## src/rtl/preamble_length_deframer_macros.svh

```systemverilog
// assertion macros for the preamble length deframer
`ifndef PREAMBLE_LENGTH_DEFRAMER_MACROS_SVH
`define PREAMBLE_LENGTH_DEFRAMER_MACROS_SVH

`ifndef ASSERT_OFF
// property must hold at every clock edge outside reset
`define PLDF_ASSERT(label, clk, rst_n, prop) \
	label: assert property (@(posedge clk) disable iff (!(rst_n)) (prop)) \
		else $error("pldf assertion failed");
// expression must never be true outside reset
`define PLDF_ASSERT_NEVER(label, clk, rst_n, expr) \
	label: assert property (@(posedge clk) disable iff (!(rst_n)) !(expr)) \
		else $error("pldf forbidden condition seen");
`else
`define PLDF_ASSERT(label, clk, rst_n, prop)
`define PLDF_ASSERT_NEVER(label, clk, rst_n, expr)
`endif

`endif

```

## src/rtl/pldf_pkg.sv

```systemverilog
`timescale 1ns / 1ps
package pldf_pkg;

	localparam int PLDF_BYTE_W = 8;
	localparam int PLDF_PATTERN_W = 64;
	localparam int PLDF_LEN_W = 16;
	localparam int PLDF_PREAMBLE_BYTES = 8;
	localparam int PLDF_PREAMBLE_BYTES_MAX = PLDF_PATTERN_W / PLDF_BYTE_W;
	localparam int PLDF_MATCH_W = $clog2(PLDF_PREAMBLE_BYTES_MAX + 1);
	localparam logic [PLDF_PATTERN_W-1:0] PLDF_PREAMBLE_RESET = 64'h5445535444415441;

	// one byte held in the input register
	typedef struct packed {
		logic                   valid;
		logic [PLDF_BYTE_W-1:0] data;
	} pldf_beat_t;

	// parser state exported for checking
	typedef struct packed {
		logic                    advance;
		logic                    in_payload;
		logic [PLDF_MATCH_W-1:0] match_count;
		logic [PLDF_LEN_W-1:0]   frame_length;
		logic [PLDF_LEN_W-1:0]   payload_count;
	} pldf_status_t;

endpackage

```

## src/rtl/pldf_in_stage.sv

```systemverilog
`timescale 1ns / 1ps
module pldf_in_stage import pldf_pkg::*; (
	input  logic                   clk,
	input  logic                   arst_n,
	input  logic                   s_valid,
	output logic                   s_ready,
	input  logic [PLDF_BYTE_W-1:0] s_data,
	input  logic                   take,
	output pldf_beat_t             beat_s1
);

	logic                   valid_s1;
	logic [PLDF_BYTE_W-1:0] data_s1;

	assign s_ready = !valid_s1 || take;

	always_ff @(posedge clk or negedge arst_n) begin
		if (!arst_n) begin
			valid_s1 <= 1'b0;
		end else if (s_ready) begin
			valid_s1 <= s_valid;
		end
	end

	always_ff @(posedge clk) begin
		if (s_valid && s_ready) begin
			data_s1 <= s_data;
		end
	end

	assign beat_s1.valid = valid_s1;
	assign beat_s1.data  = data_s1;

endmodule

```

## src/rtl/pldf_parser.sv

```systemverilog
`timescale 1ns / 1ps
module pldf_parser import pldf_pkg::*; #(
	parameter int PREAMBLE_BYTES = PLDF_PREAMBLE_BYTES
) (
	input  logic                      clk,
	input  logic                      arst_n,
	input  logic                      cfg_wr_en,
	input  logic [PLDF_PATTERN_W-1:0] cfg_wr_data,
	input  pldf_beat_t                beat_s1,
	output logic                      take,
	output logic                      m_valid,
	input  logic                      m_ready,
	output logic [PLDF_BYTE_W-1:0]    m_data,
	output logic                      m_last,
	output pldf_status_t              status
);

	localparam int MW = (PREAMBLE_BYTES > 1) ? $clog2(PREAMBLE_BYTES) : 1;
	localparam logic [MW-1:0] MATCH_LAST = MW'(PREAMBLE_BYTES - 1);

	typedef enum logic [3:0] {
		PH_HUNT    = 4'b0001,
		PH_LEN_HI  = 4'b0010,
		PH_LEN_LO  = 4'b0100,
		PH_PAYLOAD = 4'b1000
	} pldf_phase_t;

	pldf_phase_t                phase_q, phase_d;
	logic [MW-1:0]              match_q, match_d;
	logic [PLDF_LEN_W-1:0]      frame_len_q, frame_len_d;
	logic [PLDF_LEN_W-1:0]      pay_cnt_q, pay_cnt_d;
	logic [PLDF_LEN_W-1:0]      pay_cnt_inc;
	logic [PLDF_PATTERN_W-1:0]  pattern_q;
	logic [PLDF_BYTE_W-1:0]     pre_byte [PREAMBLE_BYTES];
	logic [PLDF_BYTE_W-1:0]     exp_byte;
	logic                       out_valid_q, out_last_q;
	logic [PLDF_BYTE_W-1:0]     out_data_q;
	logic                       out_free, emit, emit_last;

	always_comb begin
		for (int i = 0; i < PREAMBLE_BYTES; i++) begin
			pre_byte[i] = pattern_q[PLDF_PATTERN_W-1 - i*PLDF_BYTE_W -: PLDF_BYTE_W];
		end
	end

	assign exp_byte    = pre_byte[match_q];
	assign pay_cnt_inc = pay_cnt_q + PLDF_LEN_W'(1);
	assign out_free    = !out_valid_q || m_ready;
	assign take        = beat_s1.valid && ((phase_q != PH_PAYLOAD) || out_free);
	assign emit        = take && (phase_q == PH_PAYLOAD);
	assign emit_last   = (pay_cnt_inc == frame_len_q);

	always_comb begin
		phase_d     = phase_q;
		match_d     = match_q;
		frame_len_d = frame_len_q;
		pay_cnt_d   = pay_cnt_q;
		case (phase_q)
			PH_HUNT: begin
				if (beat_s1.data == exp_byte) begin
					if (match_q == MATCH_LAST) begin
						match_d = '0;
						phase_d = PH_LEN_HI;
					end else begin
						match_d = match_q + MW'(1);
					end
				end else begin
					match_d = '0;
				end
			end
			PH_LEN_HI: begin
				frame_len_d = {beat_s1.data, frame_len_q[PLDF_BYTE_W-1:0]};
				match_d     = '0;
				phase_d     = PH_LEN_LO;
			end
			PH_LEN_LO: begin
				frame_len_d = {frame_len_q[PLDF_LEN_W-1:PLDF_BYTE_W], beat_s1.data};
				if (frame_len_d != '0) begin
					pay_cnt_d = '0;
					phase_d   = PH_PAYLOAD;
				end else begin
					phase_d = PH_HUNT;
				end
			end
			PH_PAYLOAD: begin
				pay_cnt_d = pay_cnt_inc;
				if (emit_last) begin
					phase_d = PH_HUNT;
					match_d = '0;
				end
			end
			default: begin
				phase_d = PH_HUNT;
				match_d = '0;
			end
		endcase
	end

	always_ff @(posedge clk or negedge arst_n) begin
		if (!arst_n) begin
			phase_q     <= PH_HUNT;
			match_q     <= '0;
			frame_len_q <= '0;
			pay_cnt_q   <= '0;
		end else if (take) begin
			phase_q     <= phase_d;
			match_q     <= match_d;
			frame_len_q <= frame_len_d;
			pay_cnt_q   <= pay_cnt_d;
		end
	end

	always_ff @(posedge clk or negedge arst_n) begin
		if (!arst_n) begin
			pattern_q <= PLDF_PREAMBLE_RESET;
		end else if (cfg_wr_en) begin
			pattern_q <= cfg_wr_data;
		end
	end

	// result register
	always_ff @(posedge clk or negedge arst_n) begin
		if (!arst_n) begin
			out_valid_q <= 1'b0;
		end else if (emit) begin
			out_valid_q <= 1'b1;
		end else if (m_ready) begin
			out_valid_q <= 1'b0;
		end
	end

	always_ff @(posedge clk) begin
		if (emit) begin
			out_data_q <= beat_s1.data;
			out_last_q <= emit_last;
		end
	end

	assign m_valid = out_valid_q;
	assign m_data  = out_data_q;
	assign m_last  = out_last_q;

	assign status.advance       = take;
	assign status.in_payload    = (phase_q == PH_PAYLOAD);
	assign status.match_count   = PLDF_MATCH_W'(match_q);
	assign status.frame_length  = frame_len_q;
	assign status.payload_count = pay_cnt_q;

endmodule

```

## src/rtl/preamble_length_deframer.sv

```systemverilog
`timescale 1ns / 1ps
// Byte stream deframer: hunts for a programmable preamble (cfg_wr_data, first byte in
// bits 63..56, top PREAMBLE_BYTES bytes used), reads a 16-bit big-endian length and
// forwards that many payload bytes with tlast on the final one; a zero length goes back
// to hunting. One byte is taken every clock cycle unless the input stalls, which
// happens only while a payload byte waits for a full result register. Each byte passes
// an input register and one compare-and-count step; a payload byte then passes a result
// register before it reaches m_axis. Write the preamble only while the block is idle.
`include "preamble_length_deframer_macros.svh"
module preamble_length_deframer import pldf_pkg::*; #(
	parameter int PREAMBLE_BYTES = PLDF_PREAMBLE_BYTES
) (
	input  logic                      clk,
	input  logic                      arst_n,
	input  logic                      cfg_wr_en,
	input  logic [PLDF_PATTERN_W-1:0] cfg_wr_data,
	input  logic                      s_axis_tvalid,
	output logic                      s_axis_tready,
	input  logic [PLDF_BYTE_W-1:0]    s_axis_tdata,   // [7:0] rx_byte
	output logic                      m_axis_tvalid,
	input  logic                      m_axis_tready,
	output logic [PLDF_BYTE_W-1:0]    m_axis_tdata,   // [7:0] payload_byte
	output logic                      m_axis_tlast    // frame_end
);

	pldf_beat_t   beat_s1;
	pldf_status_t status;
	logic         take;

	pldf_in_stage u_in_stage (
		.clk     (clk),
		.arst_n  (arst_n),
		.s_valid (s_axis_tvalid),
		.s_ready (s_axis_tready),
		.s_data  (s_axis_tdata),
		.take    (take),
		.beat_s1 (beat_s1)
	);

	pldf_parser #(
		.PREAMBLE_BYTES (PREAMBLE_BYTES)
	) u_parser (
		.clk         (clk),
		.arst_n      (arst_n),
		.cfg_wr_en   (cfg_wr_en),
		.cfg_wr_data (cfg_wr_data),
		.beat_s1     (beat_s1),
		.take        (take),
		.m_valid     (m_axis_tvalid),
		.m_ready     (m_axis_tready),
		.m_data      (m_axis_tdata),
		.m_last      (m_axis_tlast),
		.status      (status)
	);

	`PLDF_ASSERT(a_ready_only_blocked_by_held_beat, clk, arst_n, !s_axis_tready |-> beat_s1.valid)
	`PLDF_ASSERT(a_payload_count_below_length, clk, arst_n, status.in_payload |-> (status.payload_count < status.frame_length))
	`PLDF_ASSERT(a_match_count_in_range, clk, arst_n, status.match_count < PLDF_MATCH_W'(PREAMBLE_BYTES))
	`PLDF_ASSERT_NEVER(a_no_payload_over_stalled_result, clk, arst_n, m_axis_tvalid && !m_axis_tready && status.in_payload && status.advance)

endmodule
```

## config.mk

```make
export PLATFORM = sky130hd
export DESIGN_NAME = preamble_length_deframer
export DESIGN_NICKNAME = d
export VERILOG_FILES = /design/src/rtl/pldf_pkg.sv /design/src/rtl/pldf_in_stage.sv /design/src/rtl/pldf_parser.sv /design/src/rtl/preamble_length_deframer.sv
export VERILOG_INCLUDE_DIRS = /design/src /design/src/rtl
export SDC_FILE = /design/constraint.sdc
export NUM_CORES = 1
export LEC_CHECK = 0
export BUFFER_PORTS_ARGS = -buffer_cell sky130_fd_sc_hd__buf_4
export CORE_MARGIN = 10
export CORE_UTILIZATION = 40
export CTS_BUF_LIST = sky130_fd_sc_hd__clkbuf_16
export CTS_CLUSTER_SIZE = 12
export DETAILED_ROUTE_END_ITERATION = 10
export SYNTH_ARGS = -nofsm -noshare
export SYNTH_HDL_FRONTEND = slang
export SYNTH_SLANG_ARGS = --single-unit
```

## constraint.sdc

```tcl
create_clock -name clk -period 3.3 [get_ports clk]
set_input_delay 0.66 -clock clk [delete_from_list [all_inputs] [get_ports clk]]
set_output_delay 0.66 -clock clk [all_outputs]
set_load 0.005 [all_outputs]
```

# [After elaboration in Yosys (flattened, before gate mapping)]
# Index checks and enable logic that the tools add are counted.
[word_totals] ff_bits=122 inputBits=77 output_inout_bits=11 wordCells=62
[op_classes] n_addsub=2 magnitude_cmp=1 n_eq_ne=12 muxes=17 n_bitwise=3 n_reduce_logical=16
[ops] op="$pmux W16 S2" count=2
[ops] op="$bmux W8 S3" count=1
[ops] op="$add A16 B1 Y16 const B" count=1
[ops] op="$eq A16 B16 Y1" count=1
[ops] op="$mux W16" count=1
[ops] op="$mux W4" count=4
[ops] op="$mux W8" count=2
[ops] op="$pmux W4 S4" count=1
[ops] op="$reduce_bool A16 Y1" count=1
[ops] op="$reduce_and A3 Y1" count=4
[ops] op="$mux W3" count=3
[ops] op="$pmux W3 S3" count=1
[ops] op="$eq A8 B8 Y1" count=1
[ops] op="$ne A2 B1 Y1 const B" count=4
[ops] op="$eq A4 B1 Y1 const B" count=1
[ops] op="$eq A4 B2 Y1 const B" count=1
[ops] op="$eq A4 B3 Y1 const B" count=1
[ops] op="$eq A4 B4 Y1 const B" count=1
[ops] op="$ge A4 B4 Y1 const B" count=1
[ops] op="$ne A4 B4 Y1 const B" count=1
[ops] op="$not A3 Y4" count=1
[ops] op="$reduce_and A4 Y1" count=1
[ops] op="$reduce_bool A2 Y1" count=2
[ops] op="$add A3 B1 Y3 const B" count=1
[ops] op="6 further kinds" count=13

# [Logic depth before layout (Yosys ltp)]
[depth] ltp_word=7 depth_mapped=10 ltp_nobuf=9

# [Modules after synthesis]
# A second synthesis with hierarchy kept.
[hier_totals] cells_unflattened=492 hier_area_um2=6058.3
[by_module_without_submodules] mod="pldf_parser" instances=1 cells_each=479 area_each_um2=5756.8 seq_area_each_um2=2901.5
[by_module_without_submodules] mod="pldf_in_stage" instances=1 cells_each=13 area_each_um2=301.5 seq_area_each_um2=265.3

# [Least setup slack after synthesis]
# No wires, ideal clock.
[synth_timing] kind="reg-to-reg" from="reg u_parser.pay_cnt_q[0]" to="reg u_parser.match_q[0]" setup_time_ns=0.128 arrival_time_ns=2.514 required_time_ns=3.172 slack_ns=0.658 path_stages_with_launch=10 path_buffers=0 period_less_slack_ns=2.642 cell_sequence="dfrtp_1 > ha_1 > nand4_2 > or4_1 > a221oi_2 > nand4_1 > nor4_2 > o21ai_2 > nor2_4 > mux2_1"
[synth_between] elab_chain_cells=4
[synth_lines] element="start: declaration" line="pldf_parser.sv:31" rtl="logic [PLDF_LEN_W-1:0] pay_cnt_q, pay_cnt_d;"
[synth_lines] element="start signal: assignment" line="pldf_parser.sv:109" rtl="pay_cnt_q <= pay_cnt_d;"
[synth_lines] element="$add A16 B1 Y16" line="pldf_parser.sv:47" rtl="assign pay_cnt_inc = pay_cnt_q + PLDF_LEN_W'(1);"
[synth_lines] element="$eq A16 B16 Y1" line="pldf_parser.sv:51" rtl="assign emit_last = (pay_cnt_inc == frame_len_q);"
[synth_lines] element="$ne A2 B1 Y1 (no line)"
[synth_lines] element="$reduce_and A3 Y1 (no line)"
[synth_lines] element="end signal: assignment" line="pldf_parser.sv:107" rtl="match_q <= match_d;"
[synth_lines] element="end: declaration" line="pldf_parser.sv:29" rtl="logic [MW-1:0] match_q, match_d;"
# No other way between the ends.
# A chain may end at the register's enable or synchronous reset.

# [Worst setup path in the final report]
# Ends and elaborated chain as after synthesis.

==> flow_metrics.env <==
export IMPL_cp_required_ns=3.59
export IMPL_final_nets=652
export IMPL_cts_sinks=122
export IMPL_preCtsSetupSlack_ns=0.348
export IMPL_start_util_pct=41.2
export IMPL_drt_iter0_markers=251
export IMPL_fin_area_um2=7460
export IMPL_final_common_cell="buf_4"
export IMPL_p_leak_nw=3.17
export IMPL_post_cts_resized=0
export IMPL_vias=4167
export IMPL_ir_drop_mv=0.374
export IMPL_finish_utilization_pct=50.7
export IMPL_worstPathMaxFanout=7
export IMPL_synthesis_nets=569
export IMPL_slew_headroom_pct=41.3
export IMPL_dp_hpwl_mm=10.8
export IMPL_overflow=0
export IMPL_clockRootBuffer="clkbuf_16"
export IMPL_ys_seq_elements=122
export IMPL_hold_buffers=0
export IMPL_tightest_slew_ns=0.880
export IMPL_grt_start_max_net_pins=69
export IMPL_synth_area_um2=6060
export IMPL_async_flop_share_pct=86.1
export IMPL_portBuffers=87
export IMPL_postRouteAntennaNets=0
export IMPL_antenna_found_initial=0
export IMPL_worstSetupPathType="flop to flop"
export IMPL_fin_skew_ns=0.00983
export IMPL_drive_above_1_share_pct=41.7
export IMPL_max_cap_violations=0
export IMPL_worstHoldPathType="primary input to asynchronous set/reset pin"
export IMPL_h_tree_depth=4
export IMPL_status="finished clean"
export IMPL_area_delta_synth_final_pct=23.1
export IMPL_drt_pass1_iterations=4
export IMPL_hold_violations=0
export IMPL_final_cell_mix="90 x buf_4, 82 x dfrtp_1, 72 x mux2_2"
export IMPL_fmax_mhz=338
export IMPL_final_cells=769
export IMPL_post_route_worst_setup_slack_ns=0.340
export IMPL_grt_pass1_vias=4541
export IMPL_postCtsSetupBuffers=0
export IMPL_setup_tns_ns=0
export IMPL_drc=0
export IMPL_synth_cells=489
export IMPL_post_route_min_period_ns=2.96
export IMPL_dp_cells=737
export IMPL_vias_per_cell=5.42
export IMPL_die_width_um=143
export IMPL_clk_latency_ns=0.41
export IMPL_cts_tree="yes"
export IMPL_rsz0062_at_grt="false"
export IMPL_die_h_um=143
export IMPL_synth_warnings=0
export IMPL_start_kind="flop"
export IMPL_power_density_nw_per_um2=514
export IMPL_synthFlopType="dfrtp_1"
export IMPL_fp_coreArea_um2=14700
export IMPL_ys_types=59
export IMPL_seq_area_frac_synth_pct=52.3
export IMPL_cts_path_max_buffers=2
export IMPL_wl_per_cell_um=19.1
export IMPL_finalSetupViolations=0
export IMPL_track_usage_pct=15.0
export IMPL_routed_wirelength_mm=14.7
export IMPL_synth_edff_count=17
export IMPL_drv_slew=0
export IMPL_grt_pass1_wl_mm=24.1
export IMPL_dpl_cell_area_um2=6870
export IMPL_rrSetupSlack_ns=0.34
export IMPL_diodes=0
export IMPL_gp_congestion=0.944
export IMPL_clkTransAtPathRegs_ns=0.06
export IMPL_r2r_worst_path_cells=9
export IMPL_arrival_ns=3.25
export IMPL_regToRegEndpoint="u_parser.match_q[0]$_DFFE_PN0P_"
export IMPL_ios=88
export IMPL_postSynthAreaPerCell_um2=12.4
export IMPL_die_area_um2=20500
export IMPL_numCtsBuffers=17
export IMPL_r2r_start="u_parser.pay_cnt_q[0]$_DFFE_PN0P_"
export IMPL_worst_setup_path_end_kind="flop"
export IMPL_rows=44
export IMPL_fin_crit_sh_pct=89.7
logic make-up (layout without fill, tap and decap cells):
logic type | after synthesis | in the layout | synth area share (%)
AOI/OAI and AO/OA | 72 | 72 | 7.50
xor gates and xnor gates | 21 | 21 | 3.04
adders and majority gates | 3 | 3 | 0.620
buffers and inverters | 37 | 133 | 2.83
DFF | 122 | 122 | 52.3
muxes | 103 | 103 | 21.9
and+or+nand+nor | 131 | 131 | 11.9
registers in the layout, indices dropped and copies added (netlist names):
name                  cells
u_parser.pattern_q       64
u_parser.frame_len_q     16
u_parser.pay_cnt_q       16
u_in_stage.data_s1        8
u_parser.m_data           8
u_parser.phase_q          4
u_parser.match_q          3
u_in_stage.valid_s1       1
u_parser.m_last           1
u_parser.m_valid          1
critical path: stages (launching register included):
cell,delay (ns)
dfrtp_1,0.46
ha_1,0.30
nand4_2,0.18
or4_1,0.53
a221oi_2,0.24
nand4_1,0.19
nor4_2,0.32
o21ai_2,0.13
nor2_4,0.16
mux2_1,0.33
how the worst max path moves through the flow:
| stage | start | end | slack [ns] |
|---|---|---|---|
| 4_1_cts | u_parser.pay_cnt_q[0]$_DFFE_PN0P_ | u_parser.match_q[0]$_DFFE_PN0P_ | 0.33 |
| 3_5_place_dp | u_parser.pay_cnt_q[0]$_DFFE_PN0P_ | u_parser.match_q[0]$_DFFE_PN0P_ | 0.35 |
| 6_report | u_parser.pay_cnt_q[0]$_DFFE_PN0P_ | u_parser.match_q[0]$_DFFE_PN0P_ | 0.34 |
| 2_1_floorplan | u_parser.pay_cnt_q[0]$_DFFE_PN0P_ | u_parser.match_q[0]$_DFFE_PN0P_ | 0.66 |
| 5_1_grt | u_parser.pay_cnt_q[0]$_DFFE_PN0P_ | u_parser.match_q[0]$_DFFE_PN0P_ | 0.14 |
| 3_3_place_gp | u_parser.pay_cnt_q[0]$_DFFE_PN0P_ | u_parser.match_q[0]$_DFFE_PN0P_ | 0.39 |
metrics by stage:
step           power (mW)  hold WS (ns)
5_1_grt              3.98         0.406
4_1_cts              3.87         0.391
3_3_place_gp         2.00         0.485
6_report             3.83         0.359
3_5_place_dp         2.01         0.493
2_1_floorplan        1.86         0.364
synth_stat cells (2+ instances only):
master	count	share of area (%)
mux2i_1	13	2.1
o211ai_1	3	0.37
nand4_1	7	0.72
dfrtp_1	82	34
nor4_2	2	0.41
nor4_1	7	0.72
a22o_1	2	0.29
nand2_1	35	2.2
and4_1	4	0.58
nor4b_1	2	0.29
mux2_1	2	0.37
o31ai_1	7	0.87
nand3_1	14	1.2
dfstp_2	23	10
nor2_1	22	1.4
nand4_2	2	0.41
buf_2	5	0.41
xor2_1	12	1.7
mux2_2	72	13
nor3_1	3	0.25
and3_1	7	0.72
or4_1	2	0.25
o21a_1	2	0.25
xnor2_1	9	1.3
and2_1	3	0.31
o21ai_1	11	0.91
edfxtp_1	17	8.4
mux4_2	16	5.9
nor2b_1	4	0.41
a211oi_1	2	0.25
a21oi_1	7	0.58
a31oi_1	3	0.31
ha_1	3	0.62
inv_1	8	0.50
buf_6	2	0.37
or3_1	2	0.21
o21ai_0	23	1.9
buf_4	3	0.37
nand2b_1	9	0.93
clkbuf_1	18	1.1
layer usage:
metal / up-vias / global-route usage (%) / routed length (um)
met2: 94 / 24.9 / 7300
met4: 0 / 4.13 / 142
met3: 11 / 5.01 / 765
met5: - / 0 / 0
li1: 1976 / - / -
met1: 2086 / 18.1 / 6490
power by group:
part	internal [mW]	switching [mW]	total, mW
clock	1.13	0.730	1.86
combinational	0.173	0.109	0.283
sequential	1.64	0.0556	1.69
cell type report:
class                   count  area (um^2)
clock buffers              17          425
fillers                  1294         7240
clock inverters            15          166
multi-input cells         330         2720
well taps                 184          230
inverters                   9         33.8
flip-flops and latches    122         3170
repair buffers             92          716
Power figures use the tool's default switching activity.
